==> src/design/tlo_div.sv <==
// ----------------------------------------------------------------------------
// tlo_div: pipelined restoring divider
// One quotient bit per stage, NUM_BITS stages, advances when i_en is high.
// ----------------------------------------------------------------------------
`default_nettype none

module tlo_div #(
    parameter int NUM_BITS = 25,
    parameter int DEN_BITS = 16
) (
    input  logic                i_clk,
    input  logic                i_en,
    input  logic [NUM_BITS-1:0] i_num,
    input  logic [DEN_BITS-1:0] i_den,
    output logic [NUM_BITS-1:0] o_quot,
    output logic [DEN_BITS-1:0] o_rem
);

    // Per stage: partial remainder and the dividend bits still to shift in,
    // with quotient bits filling from the bottom.
    logic [DEN_BITS-1:0] r_rem [NUM_BITS];
    logic [NUM_BITS-1:0] r_quo [NUM_BITS];

    for (genvar k = 0; k < NUM_BITS; k++) begin : g_stage
        logic [DEN_BITS-1:0] rem_in;
        logic [NUM_BITS-1:0] quo_in;
        logic [DEN_BITS:0]   trial;
        logic                fits;
        logic [DEN_BITS-1:0] n_rem;
        logic [NUM_BITS-1:0] n_quo;

        if (k == 0) begin : g_first
            assign rem_in = '0;
            assign quo_in = i_num;
        end else begin : g_next
            assign rem_in = r_rem[k-1];
            assign quo_in = r_quo[k-1];
        end

        assign trial = {rem_in, quo_in[NUM_BITS-1]};
        assign fits  = trial >= {1'b0, i_den};
        assign n_rem = fits ? DEN_BITS'(trial - {1'b0, i_den}) : trial[DEN_BITS-1:0];
        assign n_quo = {quo_in[NUM_BITS-2:0], fits};

        always_ff @(posedge i_clk) begin
            if (i_en) begin
                r_rem[k] <= n_rem;
                r_quo[k] <= n_quo;
            end
        end
    end

    assign o_quot = r_quo[NUM_BITS-1];
    assign o_rem  = r_rem[NUM_BITS-1];

endmodule

`default_nettype wire

==> config.mk <==
export PLATFORM = sky130hd
export DESIGN_NAME = tlo_div
export DESIGN_NICKNAME = d
export VERILOG_FILES = /design/src/design/tlo_div.sv
export SDC_FILE = /design/constraint.sdc
export NUM_CORES = 2
export LEC_CHECK = 0
export ABC_AREA = 1
export BUFFER_PORTS_ARGS = -buffer_cell sky130_fd_sc_hd__buf_2
export CAP_MARGIN = 20
export CELL_PAD_IN_SITES_DETAIL_PLACEMENT = 1
export CELL_PAD_IN_SITES_GLOBAL_PLACEMENT = 2
export CORE_MARGIN = 3
export CORE_UTILIZATION = 44
export CTS_BUF_LIST = sky130_fd_sc_hd__clkbuf_8
export DETAILED_ROUTE_END_ITERATION = 8
export GPL_TIMING_DRIVEN = 0
export PLACE_DENSITY = 0.95
export SYNTH_ARGS = -nofsm -noshare
export SYNTH_HDL_FRONTEND = slang
export SYNTH_SLANG_ARGS = --single-unit
==> constraint.sdc <==
create_clock -name i_clk -period 5.49 [get_ports i_clk]
set_clock_uncertainty 0.2 [all_clocks]
set_input_delay 0.2745 -clock i_clk [delete_from_list [all_inputs] [get_ports i_clk]]
set_output_delay 0.2745 -clock i_clk [all_outputs]
set_load 0.02 [all_outputs]
# After elaboration in Yosys (flattened, before gate mapping)
# Memories as Yosys holds them, arrays and structs flattened.
# Cells that the tools add are included.
# totals
reg_bits,0
ram_bits,1025
in_bits,43
out_inout_bits,41
word_cells,79
mem_count,2
# op_classes
add_sub_neg,25
n_lt_le_gt_ge,25
mux,27
# mem_list
memory,words,width,rd,rd_clocked_by_memory_dff,write_ports,line_no,source
r_quo,25,25,25,0,25,22,logic [NUM_BITS-1:0] r_quo [NUM_BITS];
r_rem,25,16,25,0,25,21,logic [DEN_BITS-1:0] r_rem [NUM_BITS];
# op_table
op,count
$ge A17 B16 Y1,24
$mux W16,25
$sub A16 B16 Y16,24
$ge A1 B16 Y1,1
$sub A1 B16 Y16,1
$mux W1,2

# Longest topological paths before layout
# An unclocked memory read counts as a cell.
# logic_depth
ltp_word,3
depth_mapped,15
ltp_nobuf,13

# Worst setup path before layout
# OpenSTA, ideal clock, no wires.
# synth_path
path_kind,input to register
from,input port i_den[6]
to,memory r_rem[22][4] (netlist: r_rem[1][100]) (data pin)
setup_time_ps,252
arrival_time_ps,2300
t_required_ps,5038
path_slack_ps,2737
path_stages,12
n_path_buf,1
cell_sequence,clkinv_1 > ha_1 > nand2_1 > nor2_1 > and2_1 > nand2_1 > nand2_1 > nor2_4 > nand2_4 > buf_6 > nand2_1 > nand2_1
# synth_lines
item,line_no,source
"start, declared",14,"input logic [DEN_BITS-1:0] i_den,"
"end, declared",21,

==> run summary <==
outcome -> completed
drt pass-1 iters -> 5
Max H-tree Level -> 4
hold wc startpoint -> i_den[4]
largest net degree at the start of global routing -> 133
kind of critical path -> primary input to flip-flop
Worst Hold Depth -> 5
via/cell ratio -> 5.13
Critical Path RT -> 5960 ps
clock slew at the register clock pins of the worst setup and hold paths -> 70 ps
Area Growth Syn to Fin -> 12.4%
VDD IR max -> 262 uV
CP endpoint kind -> flip-flop
Post-synth EDFFs -> 1025
CTS buffer count -> 180
area of the die -> 0.145 sq mm
Min-Delay Endpoint -> r_rem[0][10]$_SDFFCE_PP0P_
Min-Delay Path Class -> primary input to flip-flop
Detail Route Antenna Nets -> 0
Cell Pwr Density -> 548 mW/mm^2
synthesized cell area -> 0.0619 sq mm
Chip Width -> 381 um
postcts setup bufs -> 0
HPWL Detailed -> 133 mm
Reg-to-Reg End -> r_rem[0][17]$_DFFE_PP_
fmax -> 0.279 GHz
Critical Path Source Type -> primary input
Final WS setup -> 1900 ps
fin crit period -> 3590 ps
post-synthesis average cell area -> 8.44 sq um
Core Footprint -> 0.139 sq mm
initial antenna violation count -> 4
I/O pins -> 84
DP Worst Slack -> 2110 ps
die height -> 381 um
Tcrit/Tclk final -> 65.4%
CTS root buffer -> clkbuf_8
Congestion Overflow GR -> 0
Max Cap Viol -> 0
WP data arrival -> 4060 ps
cts repair resizes -> 0
slew margin rel. -> 40.8%
cells after synthesis -> 7330
Hold-fix buffers, CTS -> 70
Tot GR Track Use -> 24.7%
gp weighted congestion -> 0.883
Hold Fails Final Rpt -> 0
first-pass GRT wire length -> 285 mm
R2R setup slack -> 2590 ps
vias in the first global route -> 52500
drt wl/cell -> 18.5 um
Bufs on Longest Clock Path -> 3
Initial Utilization -> 44.7%
Top FF cell, synth -> edfxtp_1
asr flop ratio synth -> 0%
CTS tree -> yes
Rows -> 136
Seq cells post-synth -> 1025
fin nets -> 8143
layout cells sized above 1 -> 7.65%
WL final -> 179 mm
DR vias -> 49800
final std cell area, no fill -> 0.0695 sq mm
Max Slew Vio Count -> 0
final core area utilization -> 50.2%
worst slew pin tran -> 881 ps
endpoints failing setup -> 0
Clock Latency Late Sink -> 920 ps
FF-to-FF Start -> r_rem[0][1]$_SDFFCE_PP0P_
I/O Buffers -> 83
Overall Power -> 38100 uW
P_leak -> 0.0344 uW
sequential element share of the synthesized area -> 49.7%
YS warnings -> 0
initial DRC count -> 2967
setup TNS -> 0 ps
Post-DP Area -> 0.0652 sq mm
RSZ-0062 raised after global routing -> no
drt drc -> 0
CP max FO -> 14
Synth cell types -> 42
Mapped Nets -> 7783
reg2reg path depth -> 11
clk sinks -> 1025
logic make-up after synthesis:
logic type / after synthesis / share of synthesized area, %
simple gates: 4224 / 29.0
xor+xnor: 149 / 2.11
compound gates: 276 / 2.37
buf+inv: 1246 / 8.15
flops: 1025 / 49.7
fa+ha+maj: 410 / 8.58
through the flow:
| step | cells | hold slack, ps |
|---|---|---|
| floorplan | 7330 | 173 |
| global placement | 9276 | 200 |
| detailed placement | 9301 | 205 |
| CTS | 9702 | 18.2 |
| global route | 9705 | 88.6 |
| finish | 9705 | 104 |
power by group:
part	internal [uW]	switching (uW)	total [uW]
Combinational	6140	12200	18300
Clock	3780	3420	7200
Sequential	11300	1230	12600
Total	21300	16800	38100
metal layers:
| layer | share of wire [%] | track usage [%] | routed length [um] |
|---|---|---|---|
| met2 | 48 | 42.1 | 85900 |
| met5 | 0.0039 | 0 | 7 |
| met3 | 4.0 | 3.29 | 7190 |
| met1 | 45 | 32.4 | 80400 |
| met4 | 3.3 | 8.70 | 5910 |
worst max-delay path, cell delays in order:
cell and delay (ps):
dlygate4sd3_1 540, buf_2 150, inv_2 530, nand4_1 260, nor3_1 210, dlygate4sd3_1 580, nand3_1 180, nand2_1 100
dlygate4sd3_1 540, o21ai_0 100, dlygate4sd3_1 580
placed cells by master, fill, tap and decap left out, drive strengths merged:
master       instances
nand2             2953
inv               1221
edfxtp            1025
nand3              642
ha                 386
nor2               336
a21oi              220
clkbuf             188
buf                187
xor2               114
nand4              101
nor3                75
dlygate4sd3         70
clkinv              69
nand3b              57
xnor2               35
fa                  24
or2                 24
o21ai               23
o21a                17
o21bai              14
bufinv              14
and2                13
and3                10
nor4                 9
clkinvlp             6
nor3b                4
diode                3
a21boi               1
a31oi                1
cells in the mapped netlist, types with 18 or more instances:
cell	count	area, sq um
nand2_1	2899	10900
inv_1	1141	4280
edfxtp_1	1025	30800
nand3_1	622	3110
ha_1	386	4830
nor2_1	303	1140
a21oi_1	220	1100
xor2_1	114	998
nand4_1	101	632
nor3_1	72	360
nand3b_1	57	428
xnor2_1	35	307
buf_2	32	160
nand2_2	32	200
buf_6	27	304
fa_1	24	480
nand2_4	22	248
nand3_2	19	190
or2_2	18	113
registers in the layout, indices dropped and copies added, names as in the netlist:
register / cells
r_quo: 625
r_rem: 400
cell type report:
| type | instances | area (sq um) |
|---|---|---|
| fillers | 16700 | 69000 |
| flip-flops and latches | 1025 | 30800 |
| multi-input cells | 5059 | 26000 |
| inverters | 1159 | 4350 |
| clock buffers | 180 | 2480 |
| well taps | 1863 | 2330 |
| repair buffers | 178 | 1700 |
| clock inverters | 151 | 1140 |
| plain buffers | 87 | 694 |
| diodes | 3 | 7.51 |
how the worst max path moves through the flow:
stage | start | to | cells past startpoint
after global routing | i_den[11] | r_rem[0][0]$_DFFE_PP_ | 11
after global placement | i_en | r_quo[1][207]$_DFFE_PP_ | 1
after floorplan | i_den[6] | r_rem[1][100]$_DFFE_PP_ | 12
after detailed placement | i_den[1] | r_rem[0][17]$_DFFE_PP_ | 12
after CTS | i_den[11] | r_rem[0][0]$_DFFE_PP_ | 11
final | i_den[11] | r_rem[0][0]$_DFFE_PP_ | 11
Power figures use the tool's default switching activity.
